`src/fvgp_pkg.sv`:
```
// Shared types, status codes and constants of the FAT volume geometry parser.
package fvgp_pkg;

    localparam logic [2:0] ST_FOUND     = 3'd0;
    localparam logic [2:0] ST_READ_BOOT = 3'd1;
    localparam logic [2:0] ST_BAD_MBR   = 3'd2;
    localparam logic [2:0] ST_NO_ID     = 3'd3;
    localparam logic [2:0] ST_BAD_SIG   = 3'd4;
    localparam logic [2:0] ST_BAD_JUMP  = 3'd5;
    localparam logic [2:0] ST_BAD_SIZE  = 3'd6;

    localparam logic [63:0] ID16_TEXT = "FAT16   ";
    localparam logic [63:0] ID32_TEXT = "FAT32   ";
    localparam logic [8:0]  ID16_OFS  = 9'h036;
    localparam logic [8:0]  ID32_OFS  = 9'h052;
    localparam logic [8:0]  OFS_FIRST = 9'd0;
    localparam logic [8:0]  OFS_SIG_HI = 9'd510;
    localparam logic [8:0]  OFS_LAST  = 9'd511;

    localparam logic [15:0] BOOT_SIG   = 16'h55AA;
    localparam logic [7:0]  JMP_NEAR   = 8'hE9;
    localparam logic [7:0]  JMP_SHORT  = 8'hEB;
    localparam logic [15:0] SECTOR_512 = 16'h0200;
    localparam logic [31:0] FIRST_CLUSTER = 32'd2;

    localparam int QDEPTH = 2;
    localparam int QPTR_W = $clog2(QDEPTH);
    localparam int QCNT_W = $clog2(QDEPTH + 1);

    typedef struct packed {
        logic        is_volume;
        logic [2:0]  status;
        logic [31:0] lba;
        logic        id16;
        logic        id32;
        logic [7:0]  jump;
        logic [15:0] sec_bytes;
        logic [15:0] sig;
        logic [7:0]  spc;
        logic [15:0] rsvd;
        logic [7:0]  fat_copies;
        logic [15:0] root_entries;
        logic [15:0] fat16_size;
        logic [31:0] fat32_size;
        logic [27:0] root_clus;
    } t_job;

    function automatic logic [7:0] id_char(input logic [63:0] text, input logic [2:0] k);
        return text[8 * (7 - int'(k)) +: 8];
    endfunction

endpackage

```
`src/fat_volume_geometry_parser.sv`:
```
// Top level of the FAT volume geometry parser: byte capture, job queue and geometry back end.
// Throughput: one sector byte per cycle, sustained, while the result side keeps up.
// Each job passes through the job queue, then the stage-one register, then the output register.
// The two-entry job queue and two back-end stages absorb result-side stalls.
// Reset is synchronous and active low; captured fields clear and both identifier matches set.
module fat_volume_geometry_parser (
    input  logic         i_clk,
    input  logic         i_rst_n,
    input  logic         i_valid,
    output logic         o_ready,
    input  logic         i_first_sector,
    input  logic [8:0]   i_offset,
    input  logic [7:0]   i_data,
    output logic         o_valid,
    input  logic         i_ready,
    output logic [2:0]   o_status,
    output logic [31:0]  o_next_lba,
    output logic         o_is_fat32,
    output logic [7:0]   o_clus_sectors,
    output logic [7:0]   o_clus_mask,
    output logic [31:0]  o_fat_lba,
    output logic [31:0]  o_data_lba,
    output logic [31:0]  o_root_dir_start,
    output logic [27:0]  o_root_dir_cluster,
    output logic [12:0]  o_root_dir_sectors,
    output logic [15:0]  o_root_ents,
    output logic         o_ready_res
);

    logic            w_fire;
    logic            w_push;
    logic            w_q_full;
    logic            w_q_valid;
    logic            w_pop;
    fvgp_pkg::t_job  w_front_job;
    fvgp_pkg::t_job  w_head_job;

    assign o_ready     = !w_q_full;
    assign w_fire      = i_valid && o_ready;
    assign o_ready_res = 1'b1;

    fvgp_front u_front (
        .i_clk          (i_clk),
        .i_rst_n        (i_rst_n),
        .i_fire         (w_fire),
        .i_first_sector (i_first_sector),
        .i_offset       (i_offset),
        .i_data         (i_data),
        .o_push         (w_push),
        .o_job          (w_front_job)
    );

    fvgp_queue u_queue (
        .i_clk   (i_clk),
        .i_rst_n (i_rst_n),
        .i_push  (w_push),
        .i_job   (w_front_job),
        .i_pop   (w_pop),
        .o_full  (w_q_full),
        .o_valid (w_q_valid),
        .o_job   (w_head_job)
    );

    fvgp_back u_back (
        .i_clk              (i_clk),
        .i_rst_n            (i_rst_n),
        .i_q_valid          (w_q_valid),
        .i_job              (w_head_job),
        .o_pop              (w_pop),
        .o_valid            (o_valid),
        .i_ready            (i_ready),
        .o_status           (o_status),
        .o_next_lba         (o_next_lba),
        .o_is_fat32         (o_is_fat32),
        .o_clus_sectors     (o_clus_sectors),
        .o_clus_mask        (o_clus_mask),
        .o_fat_lba          (o_fat_lba),
        .o_data_lba         (o_data_lba),
        .o_root_dir_start   (o_root_dir_start),
        .o_root_dir_cluster (o_root_dir_cluster),
        .o_root_dir_sectors (o_root_dir_sectors),
        .o_root_ents        (o_root_ents)
    );

    a_push_has_room: assert property (@(posedge i_clk) disable iff (!i_rst_n)
        w_push |-> !w_q_full)
        else $error("Job issued while the queue was full.");

    a_pop_only_valid: assert property (@(posedge i_clk) disable iff (!i_rst_n)
        w_pop |-> w_q_valid)
        else $error("Queue popped while empty.");

    a_lba_only_on_request: assert property (@(posedge i_clk) disable iff (!i_rst_n)
        (o_valid && o_status != fvgp_pkg::ST_READ_BOOT) |-> (o_next_lba == '0))
        else $error("Next LBA given without a boot sector request.");

    a_geometry_only_found: assert property (@(posedge i_clk) disable iff (!i_rst_n)
        (o_valid && o_status != fvgp_pkg::ST_FOUND) |->
        (o_fat_lba == '0 && o_clus_sectors == '0 && o_root_ents == '0))
        else $error("Geometry given for a sector that was not accepted as a volume.");

    a_fat16_no_cluster: assert property (@(posedge i_clk) disable iff (!i_rst_n)
        (o_valid && !o_is_fat32) |-> (o_root_dir_cluster == '0))
        else $error("Root cluster given on a FAT16 volume.");

endmodule

```
`src/fvgp_front.sv`:
```
// Front end: captures sector bytes, tracks the boot-sector wait and issues one job per sector.
module fvgp_front (
    input  logic               i_clk,
    input  logic               i_rst_n,
    input  logic               i_fire,
    input  logic               i_first_sector,
    input  logic [8:0]         i_offset,
    input  logic [7:0]         i_data,
    output logic               o_push,
    output fvgp_pkg::t_job     o_job
);

    logic        r_awaiting, n_awaiting;
    logic [31:0] r_part_lba, n_part_lba;
    logic        r_id16, n_id16;
    logic        r_id32, n_id32;
    logic [7:0]  r_jump, n_jump;
    logic [15:0] r_sec_bytes, n_sec_bytes;
    logic [15:0] r_sig, n_sig;
    logic [7:0]  r_spc, n_spc;
    logic [15:0] r_rsvd, n_rsvd;
    logic [7:0]  r_fat_copies, n_fat_copies;
    logic [15:0] r_root_entries, n_root_entries;
    logic [15:0] r_fat16_size, n_fat16_size;
    logic [31:0] r_fat32_size, n_fat32_size;
    logic [27:0] r_root_clus, n_root_clus;
    logic [31:0] r_mbr_lba, n_mbr_lba;
    logic        w_take;
    logic [8:0]  w_k16, w_k32;

    assign w_take = i_fire && (i_first_sector || r_awaiting);
    assign w_k16  = i_offset - fvgp_pkg::ID16_OFS;
    assign w_k32  = i_offset - fvgp_pkg::ID32_OFS;

    always_comb begin
        n_awaiting     = r_awaiting;
        n_part_lba     = r_part_lba;
        n_id16         = r_id16;
        n_id32         = r_id32;
        n_jump         = r_jump;
        n_sec_bytes    = r_sec_bytes;
        n_sig          = r_sig;
        n_spc          = r_spc;
        n_rsvd         = r_rsvd;
        n_fat_copies   = r_fat_copies;
        n_root_entries = r_root_entries;
        n_fat16_size   = r_fat16_size;
        n_fat32_size   = r_fat32_size;
        n_root_clus    = r_root_clus;
        n_mbr_lba      = r_mbr_lba;
        o_push         = 1'b0;
        o_job          = '0;

        if (w_take) begin
            if (i_offset == fvgp_pkg::OFS_FIRST) begin
                n_id16 = 1'b1;
                n_id32 = 1'b1;
                n_jump = i_data;
            end
            if (w_k16 < 9'd8 &&
                i_data != fvgp_pkg::id_char(fvgp_pkg::ID16_TEXT, w_k16[2:0])) begin
                n_id16 = 1'b0;
            end
            if (w_k32 < 9'd8 &&
                i_data != fvgp_pkg::id_char(fvgp_pkg::ID32_TEXT, w_k32[2:0])) begin
                n_id32 = 1'b0;
            end
            case (i_offset)
                9'd11:  n_sec_bytes[7:0]     = i_data;
                9'd12:  n_sec_bytes[15:8]    = i_data;
                9'd13:  n_spc                = i_data;
                9'd14:  n_rsvd[7:0]          = i_data;
                9'd15:  n_rsvd[15:8]         = i_data;
                9'd16:  n_fat_copies         = i_data;
                9'd17:  n_root_entries[7:0]  = i_data;
                9'd18:  n_root_entries[15:8] = i_data;
                9'd22:  n_fat16_size[7:0]    = i_data;
                9'd23:  n_fat16_size[15:8]   = i_data;
                9'h024: n_fat32_size[7:0]    = i_data;
                9'h025: n_fat32_size[15:8]   = i_data;
                9'h026: n_fat32_size[23:16]  = i_data;
                9'h027: n_fat32_size[31:24]  = i_data;
                9'h02C: n_root_clus[7:0]     = i_data;
                9'h02D: n_root_clus[15:8]    = i_data;
                9'h02E: n_root_clus[23:16]   = i_data;
                9'h02F: n_root_clus[27:24]   = i_data[3:0];
                9'h1C6: n_mbr_lba[7:0]       = i_data;
                9'h1C7: n_mbr_lba[15:8]      = i_data;
                9'h1C8: n_mbr_lba[23:16]     = i_data;
                9'h1C9: n_mbr_lba[31:24]     = i_data;
                fvgp_pkg::OFS_SIG_HI: n_sig[15:8] = i_data;
                fvgp_pkg::OFS_LAST:   n_sig[7:0]  = i_data;
                default: ;
            endcase

            if (i_first_sector) begin
                n_awaiting = 1'b0;
            end

            if (i_offset == fvgp_pkg::OFS_LAST) begin
                o_push             = 1'b1;
                o_job.id16         = n_id16;
                o_job.id32         = n_id32;
                o_job.jump         = n_jump;
                o_job.sec_bytes    = n_sec_bytes;
                o_job.sig          = n_sig;
                o_job.spc          = n_spc;
                o_job.rsvd         = n_rsvd;
                o_job.fat_copies   = n_fat_copies;
                o_job.root_entries = n_root_entries;
                o_job.fat16_size   = n_fat16_size;
                o_job.fat32_size   = n_fat32_size;
                o_job.root_clus    = n_root_clus;
                if (!i_first_sector) begin
                    n_awaiting      = 1'b0;
                    o_job.is_volume = 1'b1;
                    o_job.lba       = r_part_lba;
                end else if (n_id16 || n_id32) begin
                    o_job.is_volume = 1'b1;
                    o_job.lba       = '0;
                end else if (n_sig == fvgp_pkg::BOOT_SIG) begin
                    n_part_lba   = n_mbr_lba;
                    n_awaiting   = 1'b1;
                    o_job.status = fvgp_pkg::ST_READ_BOOT;
                    o_job.lba    = n_mbr_lba;
                end else begin
                    o_job.status = fvgp_pkg::ST_BAD_MBR;
                end
            end
        end
    end

    always_ff @(posedge i_clk) begin
        if (!i_rst_n) begin
            r_awaiting     <= 1'b0;
            r_part_lba     <= '0;
            r_id16         <= 1'b1;
            r_id32         <= 1'b1;
            r_jump         <= '0;
            r_sec_bytes    <= '0;
            r_sig          <= '0;
            r_spc          <= '0;
            r_rsvd         <= '0;
            r_fat_copies   <= '0;
            r_root_entries <= '0;
            r_fat16_size   <= '0;
            r_fat32_size   <= '0;
            r_root_clus    <= '0;
            r_mbr_lba      <= '0;
        end else begin
            r_awaiting     <= n_awaiting;
            r_part_lba     <= n_part_lba;
            r_id16         <= n_id16;
            r_id32         <= n_id32;
            r_jump         <= n_jump;
            r_sec_bytes    <= n_sec_bytes;
            r_sig          <= n_sig;
            r_spc          <= n_spc;
            r_rsvd         <= n_rsvd;
            r_fat_copies   <= n_fat_copies;
            r_root_entries <= n_root_entries;
            r_fat16_size   <= n_fat16_size;
            r_fat32_size   <= n_fat32_size;
            r_root_clus    <= n_root_clus;
            r_mbr_lba      <= n_mbr_lba;
        end
    end

endmodule

```
`src/fvgp_queue.sv`:
```
// Small job queue that decouples the byte capture front end from the geometry back end.
module fvgp_queue (
    input  logic               i_clk,
    input  logic               i_rst_n,
    input  logic               i_push,
    input  fvgp_pkg::t_job     i_job,
    input  logic               i_pop,
    output logic               o_full,
    output logic               o_valid,
    output fvgp_pkg::t_job     o_job
);

    fvgp_pkg::t_job                  r_mem [fvgp_pkg::QDEPTH];
    logic [fvgp_pkg::QPTR_W-1:0]     r_wptr, r_rptr;
    logic [fvgp_pkg::QCNT_W-1:0]     r_count;
    logic                            w_push, w_pop;

    assign o_full  = (r_count == fvgp_pkg::QCNT_W'(fvgp_pkg::QDEPTH));
    assign o_valid = (r_count != '0);
    assign o_job   = r_mem[r_rptr];
    assign w_push  = i_push && !o_full;
    assign w_pop   = i_pop && o_valid;

    always_ff @(posedge i_clk) begin
        if (w_push) begin
            r_mem[r_wptr] <= i_job;
        end
    end

    always_ff @(posedge i_clk) begin
        if (!i_rst_n) begin
            r_wptr  <= '0;
            r_rptr  <= '0;
            r_count <= '0;
        end else begin
            if (w_push) begin
                r_wptr <= r_wptr + 1'b1;
            end
            if (w_pop) begin
                r_rptr <= r_rptr + 1'b1;
            end
            if (w_push && !w_pop) begin
                r_count <= r_count + 1'b1;
            end else if (w_pop && !w_push) begin
                r_count <= r_count - 1'b1;
            end
        end
    end

endmodule

```
`src/fvgp_back.sv`:
```
// Back end: checks the boot sector, computes the volume geometry and holds the result beat.
module fvgp_back (
    input  logic               i_clk,
    input  logic               i_rst_n,
    input  logic               i_q_valid,
    input  fvgp_pkg::t_job     i_job,
    output logic               o_pop,
    output logic               o_valid,
    input  logic               i_ready,
    output logic [2:0]         o_status,
    output logic [31:0]        o_next_lba,
    output logic               o_is_fat32,
    output logic [7:0]         o_clus_sectors,
    output logic [7:0]         o_clus_mask,
    output logic [31:0]        o_fat_lba,
    output logic [31:0]        o_data_lba,
    output logic [31:0]        o_root_dir_start,
    output logic [27:0]        o_root_dir_cluster,
    output logic [12:0]        o_root_dir_sectors,
    output logic [15:0]        o_root_ents
);

    logic        r_s1_valid;
    logic [2:0]  r_s1_status;
    logic        r_s1_is32;
    logic [7:0]  r_s1_spc;
    logic [31:0] r_s1_lba;
    logic [31:0] r_s1_fat_st;
    logic [31:0] r_s1_p1;
    logic [31:0] r_s1_p2;
    logic [12:0] r_s1_rsec;
    logic [15:0] r_s1_dent;
    logic [27:0] r_s1_rclus;

    logic        w_s1_ready, w_s2_ready;
    logic [2:0]  w_status;
    logic [31:0] w_tsize;
    logic [39:0] w_p1, w_p2;
    logic [16:0] w_dent16_up;
    logic [31:0] w_sum1;

    assign w_s2_ready = !o_valid || i_ready;
    assign w_s1_ready = !r_s1_valid || w_s2_ready;
    assign o_pop      = i_q_valid && w_s1_ready;

    always_comb begin
        if (!i_job.is_volume) begin
            w_status = i_job.status;
        end else if (!i_job.id32 && !i_job.id16) begin
            w_status = fvgp_pkg::ST_NO_ID;
        end else if (i_job.sig != fvgp_pkg::BOOT_SIG) begin
            w_status = fvgp_pkg::ST_BAD_SIG;
        end else if (i_job.jump != fvgp_pkg::JMP_NEAR && i_job.jump != fvgp_pkg::JMP_SHORT) begin
            w_status = fvgp_pkg::ST_BAD_JUMP;
        end else if (i_job.sec_bytes != fvgp_pkg::SECTOR_512) begin
            w_status = fvgp_pkg::ST_BAD_SIZE;
        end else begin
            w_status = fvgp_pkg::ST_FOUND;
        end
    end

    assign w_tsize     = i_job.id32 ? i_job.fat32_size : {16'd0, i_job.fat16_size};
    assign w_p1        = {32'd0, i_job.fat_copies} * {8'd0, w_tsize};
    assign w_p2        = {8'd0, {4'd0, i_job.root_clus} - fvgp_pkg::FIRST_CLUSTER}
                         * {32'd0, i_job.spc};
    assign w_dent16_up = {1'b0, i_job.root_entries} + 17'd15;

    always_ff @(posedge i_clk) begin
        if (w_s1_ready) begin
            r_s1_status <= w_status;
            r_s1_is32   <= i_job.id32;
            r_s1_spc    <= i_job.spc;
            r_s1_lba    <= i_job.lba;
            r_s1_fat_st <= i_job.lba + {16'd0, i_job.rsvd};
            r_s1_p1     <= w_p1[31:0];
            r_s1_p2     <= w_p2[31:0];
            r_s1_rclus  <= i_job.root_clus;
            if (i_job.id32) begin
                r_s1_rsec <= {5'd0, i_job.spc};
                r_s1_dent <= {4'd0, i_job.spc, 4'd0};
            end else begin
                r_s1_rsec <= w_dent16_up[16:4];
                r_s1_dent <= i_job.root_entries;
            end
        end
    end

    assign w_sum1 = r_s1_fat_st + r_s1_p1;

    always_ff @(posedge i_clk) begin
        if (r_s1_valid && w_s2_ready) begin
            o_status           <= r_s1_status;
            o_next_lba         <= (r_s1_status == fvgp_pkg::ST_READ_BOOT) ? r_s1_lba : '0;
            o_is_fat32         <= '0;
            o_clus_sectors     <= '0;
            o_clus_mask        <= '0;
            o_fat_lba          <= '0;
            o_data_lba         <= '0;
            o_root_dir_start   <= '0;
            o_root_dir_cluster <= '0;
            o_root_dir_sectors <= '0;
            o_root_ents        <= '0;
            if (r_s1_status == fvgp_pkg::ST_FOUND) begin
                o_is_fat32         <= r_s1_is32;
                o_clus_sectors     <= r_s1_spc;
                o_clus_mask        <= r_s1_spc - 8'd1;
                o_fat_lba          <= r_s1_fat_st;
                o_root_dir_sectors <= r_s1_rsec;
                o_root_ents        <= r_s1_dent;
                if (r_s1_is32) begin
                    o_data_lba         <= w_sum1;
                    o_root_dir_start   <= w_sum1 + r_s1_p2;
                    o_root_dir_cluster <= r_s1_rclus;
                end else begin
                    o_data_lba       <= w_sum1 + {19'd0, r_s1_rsec};
                    o_root_dir_start <= w_sum1;
                end
            end
        end
    end

    always_ff @(posedge i_clk) begin
        if (!i_rst_n) begin
            r_s1_valid <= 1'b0;
            o_valid    <= 1'b0;
        end else begin
            if (w_s1_ready) begin
                r_s1_valid <= i_q_valid;
            end
            if (w_s2_ready) begin
                o_valid <= r_s1_valid;
            end
        end
    end

endmodule

```
`config.mk`:
```
export PLATFORM = sky130hd
export DESIGN_NAME = fat_volume_geometry_parser
export DESIGN_NICKNAME = d
export VERILOG_FILES = /design/src/fvgp_pkg.sv /design/src/fat_volume_geometry_parser.sv /design/src/fvgp_front.sv /design/src/fvgp_queue.sv /design/src/fvgp_back.sv
export SDC_FILE = /design/constraint.sdc
export NUM_CORES = 2
export LEC_CHECK = 0
export ABC_CLOCK_PERIOD_IN_PS = 16300
export BUFFER_PORTS_ARGS = -buffer_cell sky130_fd_sc_hd__buf_4
export CORE_MARGIN = 5
export CORE_UTILIZATION = 62
export DETAILED_ROUTE_END_ITERATION = 8
export MAX_ROUTING_LAYER = met4
export PLACE_DENSITY = 0.91
export SLEW_MARGIN = 20
export SYNTH_ARGS = -nofsm -noshare
export SYNTH_HDL_FRONTEND = slang
export SYNTH_SLANG_ARGS = --single-unit
```
`constraint.sdc`:
```
create_clock -name i_clk -period 16.3 [get_ports i_clk]
set_input_delay 1.63 -clock i_clk [delete_from_list [all_inputs] [get_ports i_clk]]
set_output_delay 1.63 -clock i_clk [all_outputs]
set_load 0.02 [all_outputs]
```
==> flow_summary.yaml <==
power_and_ir_drop:
  ir_worst_vdd_mv: 0.147
  p_total_uw: 10700
  power_density_mw_per_mm2: 162
  leakage_uw: 0.0258
timing:
  fin_crit_sh: 0.510
  fmax_ghz: 0.120
  setup_tns_ps: 0
  final_max_slew_viol_count: 0
  tightest_slew_ps: 1210
  hold_violations: 0
  fin_skew_ps: 59.3
  rsz0062_at_grt: "no"
  relSlewSlack: 0.192
  post-route-min-period_ps: 8310
  setup_viol: 0
clock_network:
  post_cts_resized: 0
  cts_tree: "done"
  htree_num_levels: 3
  cts_buffers: 101
  cts_max_path_buffers: 3
  clock_latency_ps: 710
  cts_hold_buf: 0
  post_cts.repair.setup_buffers: 0
  clk_pin_slew_ps: 60
  root_buffer: "clkbuf_16"
  cts_sinks: 1039
setup_path:
  critPathCaptureType: "flop"
  worst_setup_path_start_kind: "flop"
  path_class: "flop to flop"
  required_ps: 16800
  crit_arrival_ps: 8820
  worstPathMaxFanout: 53
drt:
  highest_layer: "met4"
  drc: 0
  dr.pass1.iters: 8
  drt-met1-wl_microns: 58400
  vias_per_cell: 6.17
  drtIter0Drc: 5377
  wl_per_cell_microns: 22.1
  vias: 43082
  drtAntennaViolNets: 0
  routed_wirelength_microns: 154000
  met2_length_microns: 71900
  wl_met3_microns: 16600
global_route:
  antenna_found_initial: 4
  grt_start_max_net_pins: 179
  overflow: 0
  grt_pass1_wl_microns: 240000
  grt_use_total: 0.304
  grt_pass1_vias: 43115
layout:
  drive_above_1_share: 0.103
  area_delta_synth_final_pct: 10.5
  layout_commonest_cell: "edfxtp_1"
  post-route-util: 0.692
  final_cell_mix: "802 x edfxtp_1, 693 x nor2_1, 593 x nand2_1"
  nets: 6141
  layout.cells.non_filler: 6979
  final_area_sq_mm: 0.0659
  fillers: 6365
logic_synthesis:
  synthArstFlopShare: 0
  synth_cell_type_count: 103
  ys_seq_area_frac: 0.483
  syn_nets: 6005
  synth_area_sq_mm: 0.0596
  synthCells: 5487
  synth_seq_cells: 1039
  syn-mean-instance-area_sq_um: 10.9
  ys.warnings.count: 0
  synth_top_flop_cell: "edfxtp_1"
  synth_edf_count: 802
die:
  fp.dieW_microns: 320
  rows: 113
  die_h_microns: 320
  start_util: 0.626
  top_level_ports: 230
  design.core.area_sq_mm: 0.0953
  die_area_sq_mm: 0.102
place:
  portBuffers: 228
  place.gp.congestion: 0.954
  placed_cell_area_sq_mm: 0.0625
  placedCellCount: 6785
  dpl.hpwl_microns: 104000
worst_hold_path:
  worstHoldPathType: "flop to flop"
run:
  max_cap_viol_count: 0
status:
  status: "completed"
-- where the power goes --
group	internal [uW]	switching [uW]	total, uW	leakage [uW]
logic	1900	3050	4950	0.0141
clock network	1350	1030	2380	0.00165
registers	3200	142	3340	0.0101
-- final cells by class --
cell class	count	area [sq um]	share of cell area
clock inverter	46	532	0.00807
tap	1265	1580	0.0240
timing repair buffer	290	2190	0.0332
multi-input combinational	3821	28500	0.433
sequential	1039	28800	0.437
inverter	370	1390	0.0211
clock buffer	146	2880	0.0437
antenna	2	5.00	0.0000759
-- cells by family (layout without fill, tap and decap cells) --
logic type | count (synthesis) | count (layout) | synth area share
buf+inv | 627 | 852 | 0.0404
xor+xnor | 202 | 202 | 0.0301
simple gates | 1899 | 1899 | 0.146
other cells | 1 | 3 | 0.0000629
flops | 1039 | 1039 | 0.483
mux | 323 | 323 | 0.0565
compound gates | 900 | 900 | 0.0998
fa+ha+maj | 496 | 496 | 0.144
-- registers in the layout, summed over array words and instances, names as in the netlist, 28 cells and up, named ones only --
signal and flops:
u_queue.r_mem 400, u_back.o_data_lba 32, u_back.o_fat_lba 32, u_back.o_next_lba 32, u_back.o_root_dir_start 32, u_back.r_s1_fat_st 32, u_back.r_s1_lba 32, u_back.r_s1_p1 32
u_back.r_s1_p2 32, u_front.r_fat32_size 32, u_front.r_mbr_lba 32, u_front.r_part_lba 32, u_back.o_root_dir_cluster 28, u_back.r_s1_rclus 28, u_front.r_root_clus 28
-- worst max-delay path, stage by stage (launching register included) --
cell and delay [ps]:
dfxtp_4 610, buf_4 680, mux2i_1 430, ha_1 310, o221ai_1 270, nor4_2 530, nand2_1 130, xnor2_1 640
nor2_1 160, fa_1 540, fa_1 560, fa_1 430, fa_1 460, ha_1 360, a21o_1 180, a21o_1 170
a21oi_1 150, o41ai_1 120, a21oi_1 290, o211ai_1 180, a31oi_1 340, or4b_1 470, o211ai_1 100
-- metal layers --
metal / vias up / global-route usage
li1: 19144 / -
met1: 20927 / 0.394
met2: 2538 / 0.475
met3: 473 / 0.0590
met4: 0 / 0.128
met5: - / -
-- path summary, 6_finish.rpt --
kind / cells after the start / from / slack, ps / end
max: 22 / flop / 7990 / u_back.r_s1_p2[28]
min: 2 / u_front.r_mbr_lba[0] / 460 / u_front.r_mbr_lba[0]
max reg2reg: 22 / flop / 7990 / u_back.r_s1_p2[28]
min reg2reg: 2 / u_front.r_mbr_lba[0] / 460 / u_front.r_mbr_lba[0]
-- Yosys cell counts (6+ instances only) --
| master | count | area share |
|---|---|---|
| o21ai_0 | 157 | 0.013 |
| buf_2 | 16 | 0.0013 |
| nand3b_1 | 8 | 0.0010 |
| a21boi_0 | 195 | 0.025 |
| a21oi_1 | 205 | 0.017 |
| nor2_1 | 695 | 0.044 |
| xnor2_1 | 157 | 0.023 |
| buf_1 | 11 | 0.00069 |
| nor3_1 | 65 | 0.0055 |
| nor4bb_1 | 10 | 0.0017 |
| a221oi_1 | 6 | 0.00088 |
| a31oi_1 | 15 | 0.0016 |
| nand2_1 | 594 | 0.037 |
| xor2_1 | 42 | 0.0062 |
| mux2_2 | 78 | 0.015 |
| nand3_1 | 72 | 0.0060 |
| ha_1 | 180 | 0.038 |
| a21o_1 | 75 | 0.0094 |
| nand4_1 | 24 | 0.0025 |
| dfxtp_1 | 237 | 0.080 |
| edfxtp_1 | 802 | 0.40 |
| a211oi_1 | 18 | 0.0023 |
| fa_1 | 316 | 0.11 |
| or3_1 | 13 | 0.0014 |
| o21a_1 | 80 | 0.010 |
| and2_1 | 175 | 0.018 |
| and3_1 | 52 | 0.0055 |
| clkbuf_1 | 224 | 0.014 |
| nor2b_1 | 43 | 0.0045 |
| nand2b_1 | 74 | 0.0078 |
| o21ai_1 | 16 | 0.0013 |
| nor3b_1 | 14 | 0.0018 |
| mux2i_1 | 238 | 0.040 |
| o21bai_1 | 22 | 0.0028 |
| nor4_1 | 15 | 0.0016 |
| inv_1 | 366 | 0.023 |
| o211ai_1 | 20 | 0.0025 |
| or2_2 | 9 | 0.00094 |
| a2111oi_0 | 10 | 0.0015 |
-- per-stage QoR --
step,setup slack [ps],hold WS (ps)
5_1_grt,7470,483
4_1_cts,8010,462
6_report,7990,463
3_5_place_dp,8100,452
2_1_floorplan,4410,435
3_3_place_gp,8310,441
Power figures use the tool's default switching activity.
